<file path="src/rtl/base64_custom_alphabet_codec_macros.svh">
// Assertion macros shared by the codec RTL.
`ifndef BASE64_CUSTOM_ALPHABET_CODEC_MACROS_SVH
`define BASE64_CUSTOM_ALPHABET_CODEC_MACROS_SVH

`ifndef SYNTHESIS

// Same-cycle implication, sampled on clk, off while in reset.
`define B64C_ASSERT_NOW(lbl, ante, cons, msg) \
    lbl: assert property (@(posedge clk) disable iff (!rst_n) (ante) |-> (cons)) \
        else $error(msg);

// Next-cycle implication, sampled on clk, off while in reset.
`define B64C_ASSERT_NEXT(lbl, ante, cons, msg) \
    lbl: assert property (@(posedge clk) disable iff (!rst_n) (ante) |=> (cons)) \
        else $error(msg);

`else

`define B64C_ASSERT_NOW(lbl, ante, cons, msg)
`define B64C_ASSERT_NEXT(lbl, ante, cons, msg)

`endif

`endif

</file>
<file path="src/rtl/b64c_pkg.sv">
// Package: codec types, alphabet constant and symbol lookup functions.
`timescale 1ns / 1ps

package b64c_pkg;

    // Mode register codes
    localparam logic MODE_ENC = 1'b0;
    localparam logic MODE_DEC = 1'b1;

    // Pad character '='
    localparam logic [7:0] PAD_CHAR = 8'h3D;

    // Alphabet, symbol value 0 in the most significant character
    localparam logic [511:0] ALPHA_STR =
        "QWERTYUIOPASDFGHJKLZXCVBNMqwertyuiopasdfghjklzxcvbnm1234567890+/";

    // One result word
    typedef struct packed {
        logic [7:0] out_byte;
        logic       has_data;
        logic       last_res;
    } res_t;

    // Symbol lookup result
    typedef struct packed {
        logic       hit;
        logic [5:0] val;
    } sym_t;

    // Symbol value to character code
    function automatic logic [7:0] enc_char(input logic [5:0] v);
        return ALPHA_STR[{~v, 3'b000} +: 8];
    endfunction

    // Character code to symbol value; hit is low outside the alphabet
    function automatic sym_t sym_lookup(input logic [7:0] code);
        sym_t r;
        r.hit = 1'b0;
        r.val = 6'd0;
        for (int i = 0; i < 64; i++)
        begin
            if (ALPHA_STR[511 - 8 * i -: 8] == code)
            begin
                r.hit = 1'b1;
                r.val = 6'(i);
            end
        end
        return r;
    endfunction

endpackage

</file>
<file path="src/rtl/b64c_ifs.sv">
// Valid/ready stream interfaces for the codec input and output words.
`timescale 1ns / 1ps

interface b64c_in_if;
    logic       valid;
    logic       ready;
    logic [7:0] in_byte;
    logic       last;

    modport source (output valid, output in_byte, output last, input ready);
    modport sink   (input valid, input in_byte, input last, output ready);
endinterface

interface b64c_out_if;
    logic       valid;
    logic       ready;
    logic [7:0] out_byte;
    logic       has_data;
    logic       last_res;

    modport source (output valid, output out_byte, output has_data, output last_res,
                    input ready);
    modport sink   (input valid, input out_byte, input has_data, input last_res,
                    output ready);
endinterface

</file>
<file path="src/rtl/base64_custom_alphabet_codec.sv">
// Streaming Base64 encoder/decoder with a fixed permuted alphabet.
`timescale 1ns / 1ps

// Each accepted word is latched in an input register, then in one pass its
// results (up to four) are loaded into a four-entry result register that drains
// one word per cycle on dout while dout.ready is high. A word is accepted every
// cycle as long as each word yields at most one result and dout is ready, so
// decoding runs at one character per cycle. Encoding yields one or two characters
// per byte and up to four on a message's last byte; the single output port sets
// the encode rate, and a new byte is taken only once the result register is
// empty or its last word is leaving. Write mode (0 encode, 1 decode) only between
// messages; a write restarts the message state. A decode message always ends with a
// word marked last_res, with has_data low if the last character produced no byte.
`include "base64_custom_alphabet_codec_macros.svh"

module base64_custom_alphabet_codec
(
    input  logic              clk,
    input  logic              rst_n,
    input  logic              mode_we,
    input  logic              mode_wdata,
    b64c_in_if.sink           din,
    b64c_out_if.source        dout
);

    // Message state
    logic        mode_reg;
    logic [11:0] buf_reg;
    logic [3:0]  bit_cnt_reg;
    logic [1:0]  phase_reg;
    logic        stop_reg;

    logic [11:0] buf_next;
    logic [3:0]  bit_cnt_next;
    logic [1:0]  phase_next;
    logic        stop_next;

    // Input register
    logic        in_vld_reg;
    logic [7:0]  in_byte_reg;
    logic        in_last_reg;

    // Result register
    b64c_pkg::res_t slot_reg [4];
    logic [2:0]     res_cnt_reg;

    b64c_pkg::res_t ld_slot [4];
    logic [2:0]     ld_cnt;

    logic pop;
    logic take;

    // Encode path
    logic [11:0] enc_buf;
    logic [3:0]  enc_cnt;
    logic [5:0]  enc_c0;
    logic [5:0]  enc_c1;
    logic [1:0]  enc_nchr;
    logic [3:0]  enc_rem;
    logic [1:0]  enc_ph;
    logic [1:0]  enc_pads;
    logic [2:0]  enc_total;

    // Decode path
    b64c_pkg::sym_t dec_sym;
    logic [11:0]    dec_buf;
    logic [3:0]     dec_cnt;
    logic           dec_emit;
    logic [7:0]     dec_byte;

    // Handshakes
    assign pop        = dout.valid && dout.ready;
    assign take       = in_vld_reg && ((res_cnt_reg == 3'd0) || ((res_cnt_reg == 3'd1) && pop));
    assign din.ready  = !in_vld_reg || take;

    assign dout.valid    = (res_cnt_reg != 3'd0);
    assign dout.out_byte = slot_reg[0].out_byte;
    assign dout.has_data = slot_reg[0].has_data;
    assign dout.last_res = slot_reg[0].last_res;

    // Encode: split the 8 new bits plus pending bits into 6-bit groups
    always_comb
    begin
        enc_buf  = {buf_reg[3:0], in_byte_reg};
        enc_cnt  = bit_cnt_reg + 4'd8;
        enc_c1   = 6'd0;
        if (enc_cnt == 4'd12)
        begin
            enc_c0   = enc_buf[11:6];
            enc_c1   = enc_buf[5:0];
            enc_nchr = 2'd2;
            enc_rem  = 4'd0;
        end
        else if (enc_cnt == 4'd10)
        begin
            enc_c0   = enc_buf[9:4];
            enc_nchr = 2'd1;
            enc_rem  = 4'd4;
        end
        else
        begin
            enc_c0   = enc_buf[7:2];
            enc_nchr = 2'd1;
            enc_rem  = 4'd2;
        end

        // zero-filled tail character at message end
        if (in_last_reg && (enc_rem != 4'd0))
        begin
            enc_c1   = (enc_rem == 4'd4) ? {enc_buf[3:0], 2'b00} : {enc_buf[1:0], 4'b0000};
            enc_nchr = 2'd2;
        end

        enc_ph    = phase_reg + enc_nchr;
        enc_pads  = in_last_reg ? (2'd0 - enc_ph) : 2'd0;
        enc_total = 3'(enc_nchr) + 3'(enc_pads);
        if (enc_total > 3'd4)
        begin
            enc_total = 3'd4;
        end
    end

    // Decode: append 6 bits, emit a byte once 8 are pending
    always_comb
    begin
        dec_sym  = b64c_pkg::sym_lookup(in_byte_reg);
        dec_buf  = {buf_reg[5:0], dec_sym.val};
        dec_cnt  = bit_cnt_reg + 4'd6;
        dec_emit = !stop_reg && dec_sym.hit && (dec_cnt >= 4'd8);
        case (dec_cnt)
            4'd12:   dec_byte = dec_buf[11:4];
            4'd10:   dec_byte = dec_buf[9:2];
            default: dec_byte = dec_buf[7:0];
        endcase
    end

    // Result load and next message state
    always_comb
    begin
        buf_next     = buf_reg;
        bit_cnt_next = bit_cnt_reg;
        phase_next   = phase_reg;
        stop_next    = stop_reg;
        ld_cnt       = 3'd0;
        for (int i = 0; i < 4; i++)
        begin
            ld_slot[i] = '0;
        end

        if (mode_reg == b64c_pkg::MODE_ENC)
        begin
            buf_next     = enc_buf;
            bit_cnt_next = enc_rem;
            phase_next   = enc_ph;
            ld_cnt       = enc_total;
            for (int i = 0; i < 4; i++)
            begin
                ld_slot[i].has_data = 1'b1;
                if (i == 0)
                begin
                    ld_slot[i].out_byte = b64c_pkg::enc_char(enc_c0);
                end
                else if ((i == 1) && (enc_nchr == 2'd2))
                begin
                    ld_slot[i].out_byte = b64c_pkg::enc_char(enc_c1);
                end
                else
                begin
                    ld_slot[i].out_byte = b64c_pkg::PAD_CHAR;
                end
            end
        end
        else
        begin
            if (!stop_reg)
            begin
                if (!dec_sym.hit)
                begin
                    stop_next = 1'b1;
                end
                else
                begin
                    buf_next     = dec_buf;
                    bit_cnt_next = dec_emit ? (dec_cnt - 4'd8) : dec_cnt;
                end
            end
            // empty end marker when the last character gives no byte
            ld_slot[0].out_byte = dec_emit ? dec_byte : 8'd0;
            ld_slot[0].has_data = dec_emit;
            ld_cnt = (dec_emit || in_last_reg) ? 3'd1 : 3'd0;
        end

        // mark the final result of the message
        for (int i = 0; i < 4; i++)
        begin
            ld_slot[i].last_res = in_last_reg && (3'(i) == (ld_cnt - 3'd1));
        end
    end

    // Control registers
    always_ff @(posedge clk or negedge rst_n)
    begin
        if (!rst_n)
        begin
            mode_reg    <= b64c_pkg::MODE_ENC;
            buf_reg     <= '0;
            bit_cnt_reg <= '0;
            phase_reg   <= '0;
            stop_reg    <= 1'b0;
            in_vld_reg  <= 1'b0;
            res_cnt_reg <= '0;
        end
        else
        begin
            if (mode_we)
            begin
                mode_reg    <= mode_wdata;
                buf_reg     <= '0;
                bit_cnt_reg <= '0;
                phase_reg   <= '0;
                stop_reg    <= 1'b0;
            end
            else if (take)
            begin
                if (in_last_reg)
                begin
                    buf_reg     <= '0;
                    bit_cnt_reg <= '0;
                    phase_reg   <= '0;
                    stop_reg    <= 1'b0;
                end
                else
                begin
                    buf_reg     <= buf_next;
                    bit_cnt_reg <= bit_cnt_next;
                    phase_reg   <= phase_next;
                    stop_reg    <= stop_next;
                end
            end

            if (din.valid && din.ready)
            begin
                in_vld_reg <= 1'b1;
            end
            else if (take)
            begin
                in_vld_reg <= 1'b0;
            end

            if (take)
            begin
                res_cnt_reg <= ld_cnt;
            end
            else if (pop)
            begin
                res_cnt_reg <= res_cnt_reg - 3'd1;
            end
        end
    end

    // Payload registers
    always_ff @(posedge clk)
    begin
        if (din.valid && din.ready)
        begin
            in_byte_reg <= din.in_byte;
            in_last_reg <= din.last;
        end

        if (take)
        begin
            for (int i = 0; i < 4; i++)
            begin
                slot_reg[i] <= ld_slot[i];
            end
        end
        else if (pop)
        begin
            for (int i = 0; i < 3; i++)
            begin
                slot_reg[i] <= slot_reg[i + 1];
            end
        end
    end

    // Checks
    `B64C_ASSERT_NOW(a_res_cnt_max, 1'b1, res_cnt_reg <= 3'd4, "result count above four")
    `B64C_ASSERT_NOW(a_last_has_result, take && in_last_reg, ld_cnt != 3'd0,
        "message end produced no result")
    `B64C_ASSERT_NEXT(a_clear_after_last, take && in_last_reg && !mode_we,
        (bit_cnt_reg == 4'd0) && (phase_reg == 2'd0) && !stop_reg,
        "message state not cleared after last word")
    `B64C_ASSERT_NOW(a_enc_bit_cnt, mode_reg == b64c_pkg::MODE_ENC,
        (bit_cnt_reg == 4'd0) || (bit_cnt_reg == 4'd2) || (bit_cnt_reg == 4'd4),
        "encode bit count out of range")
    `B64C_ASSERT_NOW(a_dec_bit_cnt, mode_reg == b64c_pkg::MODE_DEC,
        !bit_cnt_reg[0] && (bit_cnt_reg <= 4'd6), "decode bit count out of range")

endmodule

</file>
<file path="src/flat_wrapper.sv">
// flat-port wrapper written by rule: the top's interface ports become plain ports
module base64_custom_alphabet_codec_flat 
  (clk, rst_n, mode_we, mode_wdata, din_valid, din_in_byte, din_last, din_ready, dout_valid, dout_out_byte, dout_has_data, dout_last_res, dout_ready);
  b64c_in_if din_i ();
  b64c_out_if dout_i ();
  input  logic clk;
  input  logic rst_n;
  input  logic mode_we;
  input  logic mode_wdata;
  input wire logic [$bits(din_i.valid)-1:0] din_valid;
  input wire logic [$bits(din_i.in_byte)-1:0] din_in_byte;
  input wire logic [$bits(din_i.last)-1:0] din_last;
  output wire logic [$bits(din_i.ready)-1:0] din_ready;
  output wire logic [$bits(dout_i.valid)-1:0] dout_valid;
  output wire logic [$bits(dout_i.out_byte)-1:0] dout_out_byte;
  output wire logic [$bits(dout_i.has_data)-1:0] dout_has_data;
  output wire logic [$bits(dout_i.last_res)-1:0] dout_last_res;
  input wire logic [$bits(dout_i.ready)-1:0] dout_ready;
  assign din_i.valid = din_valid;
  assign din_i.in_byte = din_in_byte;
  assign din_i.last = din_last;
  assign din_ready = din_i.ready;
  assign dout_valid = dout_i.valid;
  assign dout_out_byte = dout_i.out_byte;
  assign dout_has_data = dout_i.has_data;
  assign dout_last_res = dout_i.last_res;
  assign dout_i.ready = dout_ready;
  base64_custom_alphabet_codec u_core (.clk(clk), .rst_n(rst_n), .mode_we(mode_we), .mode_wdata(mode_wdata), .din(din_i), .dout(dout_i));
endmodule
</file>
<file path="config.mk">
export PLATFORM = sky130hd
export DESIGN_NAME = base64_custom_alphabet_codec_flat
export DESIGN_NICKNAME = d
export VERILOG_FILES = /design/src/rtl/b64c_pkg.sv /design/src/rtl/b64c_ifs.sv /design/src/rtl/base64_custom_alphabet_codec.sv /design/src/flat_wrapper.sv
export VERILOG_INCLUDE_DIRS = /design/src /design/src/rtl
export SDC_FILE = /design/constraint.sdc
export NUM_CORES = 1
export LEC_CHECK = 0
export ABC_AREA = 1
export BUFFER_PORTS_ARGS = -buffer_cell sky130_fd_sc_hd__clkbuf_2
export CORE_AREA = 2 2 97 99
export CTS_CLUSTER_SIZE = 25
export DETAILED_ROUTE_END_ITERATION = 7
export DIE_AREA = 0 0 99 101
export PLACE_DENSITY = 0.8
export SYNTH_ARGS = -nofsm -noshare
export SYNTH_HDL_FRONTEND = slang
export SYNTH_SLANG_ARGS = --single-unit
</file>
<file path="constraint.sdc">
create_clock -name clk -period 3.2 [get_ports clk]
set_input_delay 0 -clock clk [delete_from_list [all_inputs] [get_ports clk]]
set_output_delay 0 -clock clk [all_outputs]
set_load 0.05 [all_outputs]
</file>
Word level (Yosys, flattened, before mapping):

Memories as Yosys holds them, arrays and structs flattened.
Cells that the tools add are included.

* add/sub/neg operators: 8
* $lt $le $gt $ge: 2
* eq/ne operators: 77
* shifts and indexed selects: 2
* multiplexer cells: 118
* bitwise gates (word level): 5
* reductions and logical operators: 27

Operator list (number)
* $shiftx A512 B10 Y8 const A: 2
* $mux W7: 65
* $eq A7 B8 Y1 const A: 52
* $eq A6 B8 Y1 const A: 12
* $mux W6: 11
* $mux W4: 8
* $mux W10: 3
* $mux W9: 2
* $eq A4 B4 Y1 const B: 4
* $mux W8: 2
* $pmux W8 S2: 1
* $mux W3: 5
* $mux W1: 14
* $mux W2: 7
* $not A6 Y6: 2
* $logic_and A1 B1 Y1: 11
* $ne A4 B4 Y1 const B: 2
* $eq A2 B3 Y1 const A: 2
* $logic_not A3 Y1: 2
* $reduce_bool A2 Y1: 3
* $reduce_bool A3 Y1: 2
* $sub A3 B1 Y3 const B: 2
* $add A4 B3 Y4 const B: 1
* $add A4 B4 Y4 const B: 1
* other kinds (17): 23

* register bits: 27
* bits in writable memories: 40
* bits of input ports: 15
* word-level logic and storage cells: 249
* memories kept: 1

Memory list
* u_core.slot_reg: depth 4, width 10, read ports 4, clocked after Yosys merged registers in 0, wr ports 4, RTL line base64_custom_alphabet_codec.sv:44 `b64c_pkg::res_t slot_reg [4];`

Longest topological paths before layout:

Gate-level depths: netlist of the first run.

* word-level depth: 74
* mapped depth: 22
* depth with buffers taken out: 21

Least setup slack after synthesis of the first run:

Ideal clock, no wire load.

* path kind: flip-flop to flip-flop
* start: register u_core.bit_cnt_reg[1]
* end: memory u_core.slot_reg[0][2] (netlist name), data pin
* setup time: 257 ps
* arrival: 2634 ps
* data required time: 2943 ps
* slack: 310 ps
* cell stages (with the launch flop): 14
* cell sequence: dfrtp_1 nor3_2 inv_2 buf_2 o21ai_1 inv_1 ha_1 inv_1 o21ai_0 a21oi_1 o211ai_1 o311ai_0 a22oi_1 nand2_1

RTL lines
* start: declaration: RTL line base64_custom_alphabet_codec.sv:29 `logic [3:0] bit_cnt_reg;`
* start signal: assignment: RTL line base64_custom_alphabet_codec.sv:235 `bit_cnt_reg <= bit_cnt_next;`
* end: declaration: RTL line base64_custom_alphabet_codec.sv:44

==> results of run 1 <==
per-layer routing:
metal,part of all wire,up-vias,global-route usage
met5,0,-,0
met4,0.031,0,0.09378
met3,0.089,51,0.03398
met2,0.45,328,0.4834
met1,0.43,2482,0.4201
li1,-,2546,-
synthesized netlist by cell type (15+ instances only):
cell type  number  area (um^2)
o21ai_1        15        75.07
nor2_1        131        491.7
inv_2          17        63.81
a21oi_1        35        175.2
ha_1           21        262.8
nand2_1       116        435.4
edfxtp_1       32        960.9
o21ai_0        48        240.2
nand4_1        16        100.1
inv_1          92        345.3
dfrtp_1        17        425.4
nand3_1        20        100.1
stage by stage:
stage	setup WS [ps]	hold WS (ps)
final	126.2	61.53
after global routing	8.755	95.87
after CTS	42.58	62.94
after detailed placement	85.88	-35.55
after global placement	195.1	-48.43
after floorplan	309.5	-295.6
logic make-up (layout without fill, tap and decap cells):
logic type | after synthesis | after routing | synth area share
and+or+nand+nor | 319 | 319 | 0.2860
other | 1 | 1 | 0.0007836
AOI/OAI and AO/OA | 181 | 181 | 0.2437
buffers and inverters | 135 | 189 | 0.1153
adders and majority gates | 22 | 22 | 0.05908
xor gates and xnor gates | 3 | 3 | 0.005491
DFF | 49 | 49 | 0.2897
path summary, 6_finish.rpt:
kind / start / endpoint / slack [ps] / cells after the start
min in group asynchronous: rst_n / u_core.res_cnt_reg[0]$_DFFE_PN0P_ / 160 / 2
max in group asynchronous: rst_n / u_core.buf_reg[4]$_DFFE_PN0P_ / 2710 / 2
setup / recovery: u_core.in_byte_reg[1]$_DFFE_PP_ / u_core.slot_reg[0][3]$_DFFE_PP_ / 130 / 17
hold reg to reg: u_core.buf_reg[4]$_DFFE_PN0P_ / u_core.buf_reg[4]$_DFFE_PN0P_ / 520 / 2
setup reg to reg: u_core.in_byte_reg[1]$_DFFE_PP_ / u_core.slot_reg[0][3]$_DFFE_PP_ / 130 / 17
hold / removal: dout_ready / u_core.res_cnt_reg[0]$_DFFE_PN0P_ / 60 / 4
power groups by stage:
stage	registers (uW)	logic, uW	clock network, uW
after floorplan	1180	2590	0
after global placement	1170	3550	0
after detailed placement	1180	3570	0
after CTS	1160	3590	375
after global routing	1180	4070	400
final	1170	3700	373
repair_timing:
item                       in CTS  in global routing
gates resized for setup         0                  5
hold buffers                   13                  0
setup endpoints to repair       0                  7
setup buffers                   0                  2
hold endpoints to repair       28                  0
worst reg2reg max path: cells and delay by family (launching register included):
kind	cells	cell delay, ps
AND/OR/NAND/NOR	11	1520
flip-flops	1	530
buffers and inverters	3	250
AO/OA/AOI/OAI	3	530
cell type report:
cell class / count / area (um^2) / area share
Sequential cell: 49 / 1386 / 0.2572
Timing Repair Buffer: 70 / 493.0 / 0.09146
Clock inverter: 2 / 15.01 / 0.002786
Inverter: 111 / 416.7 / 0.07730
Multi-Input combinational cell: 526 / 2868 / 0.5320
Clock buffer: 6 / 72.57 / 0.01346
Tap cell: 111 / 138.9 / 0.02577
cell usage in the layout, fill, tap and decap left out, types with 3 or more instances in the layout:
master,count
o221ai_1,9
a22oi_1,4
nand2_1,114
nand2_2,9
clkbuf_2,26
clkbuf_8,5
nand3_1,20
o21ai_1,14
o21ai_0,48
a21oi_1,35
dfrtp_1,17
o211ai_1,11
nor2_1,130
inv_2,17
o311ai_0,4
a211oi_1,4
a31oi_1,11
ha_1,21
nor4_1,8
xor2_1,3
nor3_2,3
inv_1,92
nor3_1,10
dlygate4sd3_1,13
nor2_2,3
buf_4,31
edfxtp_1,32
o22ai_1,11
nand4_1,16
o31ai_1,3
a41oi_1,3
==> out/metrics.yaml, run 1 <==
run_status:
  status: "finished, violations left"
  violations: "DRC"
timing:
  grt_setup_unrepaired: "no"
  period_needed_ps: 3074
  worst_slew_margin_rel: 0.5756
  tightest_slew_ps: 636.5
  period_share: 0.9606
  hold_violations: 0
  max_freq_mhz: 325.3
  setup_tns_ps: 0
  worst_clock_skew_ps: 7.184
  setup_violations: 0
  slew_violations: 0
setup_path:
  crit_type: "reg2reg"
  max_stage_delay_ps: 530
  required_ps: 3240
  critPathMostFrequentCell: "nor2_1"
  critical_path_buf_inv_count: 3
  crit_path_start_kind: "flop"
  endpoint_kind: "flop"
  path_cells: "inv_2, nand2_2, nor2_1, inv_2, nor2_1, a21oi_1, inv_1, nor4_1, nand2_1, nor2_1, nand4_1, nor4_1, nand4_1, nor2_1, nand2_1, o221ai_1, a21oi_1"
  crit_arrival_ps: 3120
  cp_max_fo: 7
  cp_top_family: "simple AND/OR/NAND/NOR gates"
  cp_slowest_cell: "edfxtp_1"
die:
  start_util: 0.5331
  rows: 35
  core_um2: 8977
  die_w_um: 99
  fp.dieH_um: 101
  die_area_um2: 9999
  io_pins: 27
logic_synthesis:
  synth_cells: 710
  ys_warn_count: 0
  ys.flop_type: "edfxtp_1"
  synth_area_per_cell_um2: 6.741
  synth-seq-cells: 49
  synth-edff-count: 32
  ys_types: 56
  syn_area_um2: 4786
  yosysSeqAreaShare: 0.2897
  async_flop_share: 0.3469
  syn-num-nets: 747
placement:
  placed_area_um2: 5137
  hpwl_um: 11570
  place_inst: 852
  gp_congestion: 1.025
  port_buffers: 26
power_and_ir_drop:
  power_frac_clock: 0.071
  p_int_uw: 2343
  ir_drop_uv: 963.5
  p_leak_uw: 0.002372
  powerDensity_nw_per_um2: 972.1
  p_seq_frac: 0.223
  comb_power_share: 0.706
  p_sw_frac: 0.5529
  p_switching_uw: 2897
  power_uw: 5240
layout:
  largest_register_ffs: 23
  layout.cells.non_filler: 875
  finalNetCount: 800
  final_area_um2: 5390
  synthToLayoutAreaGrowth_pct: 12.63
  drive_gt1_frac: 0.1414
  fill_cells: 834
  n_antenna_cell: 0
  final_core_util: 0.6004
global_route:
  grt_pass1_vias: 5014
  grt_usage: 0.2985
  grt_start_max_net_pins: 22
  grt_antenna_before_repair: 0
  grt_pass1_wl_um: 24250
  gr-total-overflow: 0
routing:
  drt_iter0_drc: 451
  wl_per_cell_um: 16.96
  vias: 5407
  antenna_left: 0
  first_pass_iters: 8
  wl_um: 14840
  drc_errors: 1
  vias_per_cell: 6.179
clock_network:
  clk-insertion-delay-late_ps: 300
  cts_buffers: 5
  cts-root-buf: "clkbuf_8"
  htreeDepth: 2
  tritoncts: "yes"
  clk_pin_slew_worst_paths_ps: 100
  cts_max_path_buffers: 2
  clkSinkCount: 49
worst_hold_path:
  hp-class: "in2reg"
flow_run:
  timing.max_cap.violations: 0
Note: power is estimated with default switching activity, not from simulation.
==> inputs of run 2 (changes only) <==
SETUP_SLACK_MARGIN = 0.4   (was unset)
clock period = 3.4 ns   (was 3.2 ns; I/O delays follow)
==> out/metrics.yaml, run 2 (synthesis results as in run 1) <==
layout:
  n_antenna_cell: 0  # unchanged
  layout.cells.non_filler: 901  # was 875
  synthToLayoutAreaGrowth_pct: 20.08  # was 12.63%
  final_common_cell: "nor2_1"  # unchanged
  finalNetCount: 826  # was 800
  largest_register_ffs: 23  # unchanged
  multi_input_area_um2: 3015  # was 2868 um^2
  fill_cells: 774  # was 834
  regArea_um2: 1388  # was 1386 um^2
  layout_common_cells: "120 x nor2_1, 113 x nand2_1, 81 x inv_1"  # was 130 x nor2_1, 114 x nand2_1, 92 x inv_1
  drive_gt1_frac: 0.2165  # was 0.1414
setup_path:
  reg2reg_to: "u_core.slot_reg[0][6]$_DFFE_PP_"  # was u_core.slot_reg[0][3]$_DFFE_PP_
  cp_max_fo: 8  # was 7
  required_ps: 3450  # was 3240 ps
  r2r_setup_slack_ps: 430  # was 130 ps
  endpoint_kind: "flop"  # unchanged
  crit_path_start_kind: "flop"  # unchanged
  crit_type: "reg2reg"  # unchanged
  crit_arrival_ps: 3020  # was 3120 ps
  worst_r2r_startpoint: "u_core.bit_cnt_reg[2]$_DFFE_PN0P_"  # was u_core.in_byte_reg[1]$_DFFE_PP_
  reg2regPathDepth: 15  # was 17
die:
  fp.dieH_um: 101  # unchanged
  rows: 35  # unchanged
  die_w_um: 99  # unchanged
  start_util: 0.5331  # unchanged
  die_area_um2: 9999  # unchanged
  io_pins: 27  # unchanged
  core_um2: 8977  # unchanged
timing:
  worst_clock_skew_ps: 9.491  # was 7.184 ps
  tightest_slew_ps: 596.0  # was 636.5 ps
  setup_tns_ps: 0  # unchanged
  hold_violations: 0  # unchanged
  grt_setup_unrepaired: "yes"  # was no
  period_needed_ps: 2969  # was 3074 ps
  setup_slack_ps: 430.6  # was 126.2 ps
  setup_violations: 0  # unchanged
  worst_slew_margin_rel: 0.5985  # was 0.5756
  period_share: 0.8734  # was 0.9606
  slew_violations: 0  # unchanged
  max_freq_mhz: 336.8  # was 325.3 MHz
clock_network:
  clk-insertion-delay-late_ps: 320  # was 300 ps
  clkSinkCount: 49  # unchanged
  cts_buffers: 5  # unchanged
  cts-root-buf: "clkbuf_8"  # unchanged
  cts_max_path_buffers: 2  # unchanged
  clk_pin_slew_worst_paths_ps: 100  # about the same
  htreeDepth: 2  # unchanged
  tritoncts: "yes"  # unchanged
routing:
  drc_errors: 0  # was 1
  vias_per_cell: 6.174  # was 6.179
  wl_per_cell_um: 17.77  # was 16.96 um
  antenna_left: 0  # unchanged
  drt_iter0_drc: 589  # was 451
  vias: 5563  # was 5407
  wl_um: 16010  # was 14840 um
  first_pass_iters: 6  # was 8
worst_hold_path:
  min_path_cells: 4  # unchanged
  hp-class: "in2reg"  # unchanged
  worstHoldStart: "mode_we"  # was dout_ready
  hold_path_end: "u_core.mode_reg$_DFFE_PN0P_"  # was u_core.res_cnt_reg[0]$_DFFE_PN0P_
placement:
  hpwl_um: 11600  # was 11570 um
  place_inst: 848  # was 852
  dp_slack_ps: 169.2  # was 85.88 ps
  gp_congestion: 0.9863  # was 1.025
  port_buffers: 26  # unchanged
power_and_ir_drop:
  p_int_uw: 2376  # was 2343 uW
  power_uw: 5289  # was 5240 uW
  ir_drop_uv: 606.8  # was 963.5 uV
  comb_power_share: 0.724  # was 0.706
  p_switching_uw: 2913  # was 2897 uW
  p_seq_frac: 0.207  # was 0.223
  power_frac_clock: 0.069  # was 0.071
  p_leak_uw: 0.002502  # was 0.002372 uW
  powerDensity_nw_per_um2: 920.3  # was 972.1 nW/um^2
  p_sw_frac: 0.5507  # was 0.5529
run_status:
  status: "complete, no violations"  # was finished, violations left
global_route:
  gr-total-overflow: 0  # unchanged
  grt_usage: 0.3009  # was 0.2985
  grt_start_max_net_pins: 19  # was 22
  grt_pass1_wl_um: 23960  # was 24250 um
  grt_antenna_before_repair: 0  # unchanged
  grt_pass1_vias: 4823  # was 5014
flow_run:
  timing.max_cap.violations: 0  # unchanged
==> run 2: worst max-delay path: stages, from the launching register on <==
cell	delay, ps
dfrtp_1	390
inv_2	70
nor3_4	280
clkinv_4	150
buf_2	200
nor2_1	150
nor3_2	100
buf_4	150
ha_1	320
inv_2	70
nor2_2	160
a21oi_2	50
o21ai_0	130
o21ai_0	90
o22ai_1	240
o221ai_2	150
==> run 2: metrics by stage <==
step                        util  hold slack [ps]  area (um^2)
after floorplan                -           -295.6         4786
after global placement    0.5689           -50.56         5107
after detailed placement  0.5689           -42.40         5107
after CTS                 0.5962            15.61         5353
after global routing      0.6401            51.13         5747
final                     0.6401            10.53         5747
==> run 2: repair_timing <==
item / in CTS / in global routing
setup buffers: 0 / 32
resized for setup: 8 / 46
hold endpoints to repair: 28 / 0
hold buffers: 13 / 0
pin swaps: 0 / 15
endpoints found under the setup margin: 9 / 18
==> run 2: worst max-delay path by stage <==
stage,startpoint,end,slack [ps],cells past startpoint
after floorplan,u_core.bit_cnt_reg[1]$_DFFE_PN0P_,u_core.slot_reg[0][2]$_DFFE_PP_,510,13
after global placement,u_core.bit_cnt_reg[1]$_DFFE_PN0P_,u_core.slot_reg[0][2]$_DFFE_PP_,270,14
after detailed placement,u_core.bit_cnt_reg[1]$_DFFE_PN0P_,u_core.slot_reg[0][2]$_DFFE_PP_,170,14
after CTS,u_core.bit_cnt_reg[3]$_DFFE_PN0P_,u_core.slot_reg[0][10]$_DFFE_PP_,410,14
after global routing,u_core.bit_cnt_reg[2]$_DFFE_PN0P_,u_core.slot_reg[0][2]$_DFFE_PP_,280,15
final,u_core.bit_cnt_reg[2]$_DFFE_PN0P_,u_core.slot_reg[0][6]$_DFFE_PP_,430,15
==> run 2: layout make-up <==
cell class	instances	area share
sequential	49	0.2415
tap	111	0.02417
clock inverter	3	0.003701
inverter	111	0.07468
timing repair buffer	96	0.1193
multi-input combinational	526	0.5247
clock buffer	5	0.01197
==> run 2: routing by layer <==
layer  vias up  track usage  part of all wire
met5         -            0                 0
met4         0      0.09694             0.031
met3        55      0.04716              0.11
met2       387       0.4844              0.46
met1      2527       0.4168              0.40
li1       2594            -                 -
==> run 2: power by group through the flow <==
stage	combinational (uW)	sequential [uW]	clock, uW
6_report	3830	1100	363
5_1_grt	4150	1120	390
4_1_cts	3390	1100	364
3_5_place_dp	3350	1110	0
3_3_place_gp	3320	1100	0
2_1_floorplan	2440	1110	0
==> inputs of run 3 (changes only) <==
PLACE_DENSITY = 0.7   (was 0.8)
==> out/metrics.yaml, run 3 (synthesis results as in run 1) <==
clock_network:
  htreeDepth: 2  # unchanged
  clkSinkCount: 49  # unchanged
  clk-insertion-delay-late_ps: 310  # was 320 ps
  cts_buffers: 5  # unchanged
  cts-root-buf: "clkbuf_8"  # unchanged
  clk_pin_slew_worst_paths_ps: 90  # was 100 ps
  tritoncts: "yes"  # unchanged
  cts_max_path_buffers: 2  # unchanged
timing:
  setup_tns_ps: 0  # unchanged
  worst_slew_margin_rel: 0.6142  # was 0.5985
  worst_clock_skew_ps: 13.72  # was 9.491 ps
  setup_violations: 0  # unchanged
  tightest_slew_ps: 573.8  # was 596.0 ps
  hold_violations: 0  # unchanged
  slew_violations: 0  # unchanged
  period_share: 0.8704  # was 0.8734
  max_freq_mhz: 337.9  # was 336.8 MHz
  period_needed_ps: 2959  # was 2969 ps
  grt_setup_unrepaired: "yes"  # unchanged
routing:
  wl_per_cell_um: 17.85  # was 17.77 um
  first_pass_iters: 8  # was 6
  antenna_left: 0  # unchanged
  wl_um: 16280  # was 16010 um
  vias_per_cell: 6.242  # was 6.174
  vias: 5693  # was 5563
  drc_errors: 0  # unchanged
  drt_iter0_drc: 605  # was 589
power_and_ir_drop:
  p_leak_uw: 0.002570  # was 0.002502 uW
  ir_drop_uv: 885.4  # was 606.8 uV
  p_seq_frac: 0.202  # was 0.207
  comb_power_share: 0.725  # was 0.724
  power_uw: 5497  # was 5289 uW
  powerDensity_nw_per_um2: 929.8  # was 920.3 nW/um^2
  p_switching_uw: 2954  # was 2913 uW
  p_int_uw: 2543  # was 2376 uW
  p_sw_frac: 0.5374  # was 0.5507
  power_frac_clock: 0.073  # was 0.069
layout:
  n_antenna_cell: 0  # unchanged
  synthToLayoutAreaGrowth_pct: 23.53  # was 20.08%
  layout_common_cells: "121 x nor2_1, 109 x nand2_1, 84 x inv_1"  # was 120 x nor2_1, 113 x nand2_1, 81 x inv_1
  drive_gt1_frac: 0.2335  # was 0.2165
  layout.cells.non_filler: 912  # was 901
  finalNetCount: 837  # was 826
  largest_register_ffs: 23  # unchanged
  final_common_cell: "nor2_1"  # unchanged
  fill_cells: 764  # was 774
die:
  fp.dieH_um: 101  # unchanged
  die_area_um2: 9999  # unchanged
  die_w_um: 99  # unchanged
  rows: 35  # unchanged
  start_util: 0.5331  # unchanged
  core_um2: 8977  # unchanged
  io_pins: 27  # unchanged
run_status:
  status: "complete, no violations"  # unchanged
worst_hold_path:
  min_path_cells: 4  # unchanged
  hp-class: "in2reg"  # unchanged
  worstHoldStart: "mode_we"  # unchanged
  hold_path_end: "u_core.mode_reg$_DFFE_PN0P_"  # unchanged
placement:
  gp_congestion: 0.9765  # was 0.9863
  hpwl_um: 11700  # was 11600 um
  port_buffers: 26  # unchanged
  place_inst: 844  # was 848
setup_path:
  crit_type: "reg2reg"  # unchanged
  crit_path_start_kind: "flop"  # unchanged
  crit_arrival_ps: 3010  # was 3020 ps
  reg2regPathDepth: 15  # unchanged
  critPathMostFrequentCell: "buf_4"
  max_stage_delay_ps: 410  # was 390 ps
  r2r_setup_slack_ps: 440  # was 430 ps
  startpoint: "u_core.bit_cnt_reg[2]$_DFFE_PN0P_"  # unchanged
  path_cells: "inv_2, nor3_4, clkinv_4, nand2_4, nor2_2, nor3_2, buf_4, clkinvlp_4, ha_4, buf_4, a221o_1, o311ai_1, nand2_1, nand3_2, o311ai_2"  # was inv_2, nor3_4, clkinv_4, buf_2, nor2_1, nor3_2, buf_4, ha_1, inv_2, nor2_2, a21oi_2, o21ai_0, o21ai_0, o22ai_1, o221ai_2
  required_ps: 3450  # about the same
  cp_slowest_cell: "dfrtp_1"  # unchanged
  reg2reg_to: "u_core.slot_reg[0][4]$_DFFE_PP_"  # was u_core.slot_reg[0][6]$_DFFE_PP_
  cp_max_fo: 8  # unchanged
  worst_r2r_startpoint: "u_core.bit_cnt_reg[2]$_DFFE_PN0P_"  # unchanged
  endpoint_kind: "flop"  # unchanged
global_route:
  grt_antenna_before_repair: 0  # unchanged
  grt_pass1_vias: 5076  # was 4823
  gr-total-overflow: 0  # unchanged
  grt_start_max_net_pins: 25  # was 19
  grt_usage: 0.3057  # was 0.3009
  grt_pass1_wl_um: 24610  # was 23960 um
flow_run:
  timing.max_cap.violations: 0  # unchanged
[run 3: cell types whose count changed in the layout (fill, tap and decap cells not counted), sizes merged]
cell,previous run,this run
buf,57,68
clkbuf,31,34
clkinv,4,2
inv,107,105
clkinvlp,3,4
[run 3: worst max path at each step]
| stage | to | slack [ps] | cells past startpoint |
|---|---|---|---|
| 6_report | u_core.slot_reg[0][4]$_DFFE_PP_ | 440 | 15 |
| 5_1_grt | u_core.slot_reg[0][2]$_DFFE_PP_ | 200 | 15 |
| 4_1_cts | u_core.slot_reg[0][20]$_DFFE_PP_ | 410 | 15 |
| 3_5_place_dp | u_core.slot_reg[0][2]$_DFFE_PP_ | 270 | 15 |
| 3_3_place_gp | u_core.slot_reg[0][2]$_DFFE_PP_ | 250 | 15 |
| 2_1_floorplan | u_core.slot_reg[0][2]$_DFFE_PP_ | 510 | 13 |
[run 3: area by class of cell]
| cell class | instances | area, um^2 | share of cell area |
|---|---|---|---|
| Sequential cell | 49 | 1388 | 0.2347 |
| Inverter | 111 | 439.2 | 0.07429 |
| Multi-Input combinational cell | 526 | 3063 | 0.5181 |
| Tap cell | 111 | 138.9 | 0.02349 |
| Timing Repair Buffer | 107 | 772.0 | 0.1306 |
| Clock buffer | 8 | 111.4 | 0.01884 |
[run 3: power by group through the flow]
stage                     clock network, uW  logic, uW  registers, uW
after floorplan                           0       2440           1110
after global placement                    0       3290           1110
after detailed placement                  0       3310           1120
after CTS                               408       3360           1110
after global routing                    430       4350           1130
final                                   402       3990           1110
[run 3: worst max-delay path: cells and delay by family (launching register included)]
family                     cells  cell delay (ps)
and+or+nand+nor                6              840
adders and majority gates      1              230
DFF                            1              410
buffers and inverters          5              750
AOI/OAI and AO/OA              3              480
[run 3: stage by stage]
step	hold slack [ps]	utilization	worst slack (ps)	cell area, um^2
4_1_cts	26.63	0.5953	414.8	5344
2_1_floorplan	-295.6	-	509.5	4786
5_1_grt	75.90	0.6585	203.5	5912
6_report	31.48	0.6585	440.7	5912
3_3_place_gp	-33.77	0.5656	251.5	5077
3_5_place_dp	-29.44	0.5656	271.8	5077
[run 3: per-layer routing]
metal  routed length [um]  track usage  vias to the layer above
met5                    0            0                        -
met4                 1103       0.1465                        0
met3                 1229      0.03121                      118
met2                 7828       0.5489                      403
met1                 6115       0.3662                     2549
li1                     -            -                     2623
[run 3: timing repair]
action                                 CTS  global route
gates cloned                             0             0
setup endpoints to repair                8            14
buffers inserted                         0            47
endpoints found under the hold margin   28             0
hold buffers                            13             0
pin swaps                                1            21
resized for setup                        7            60
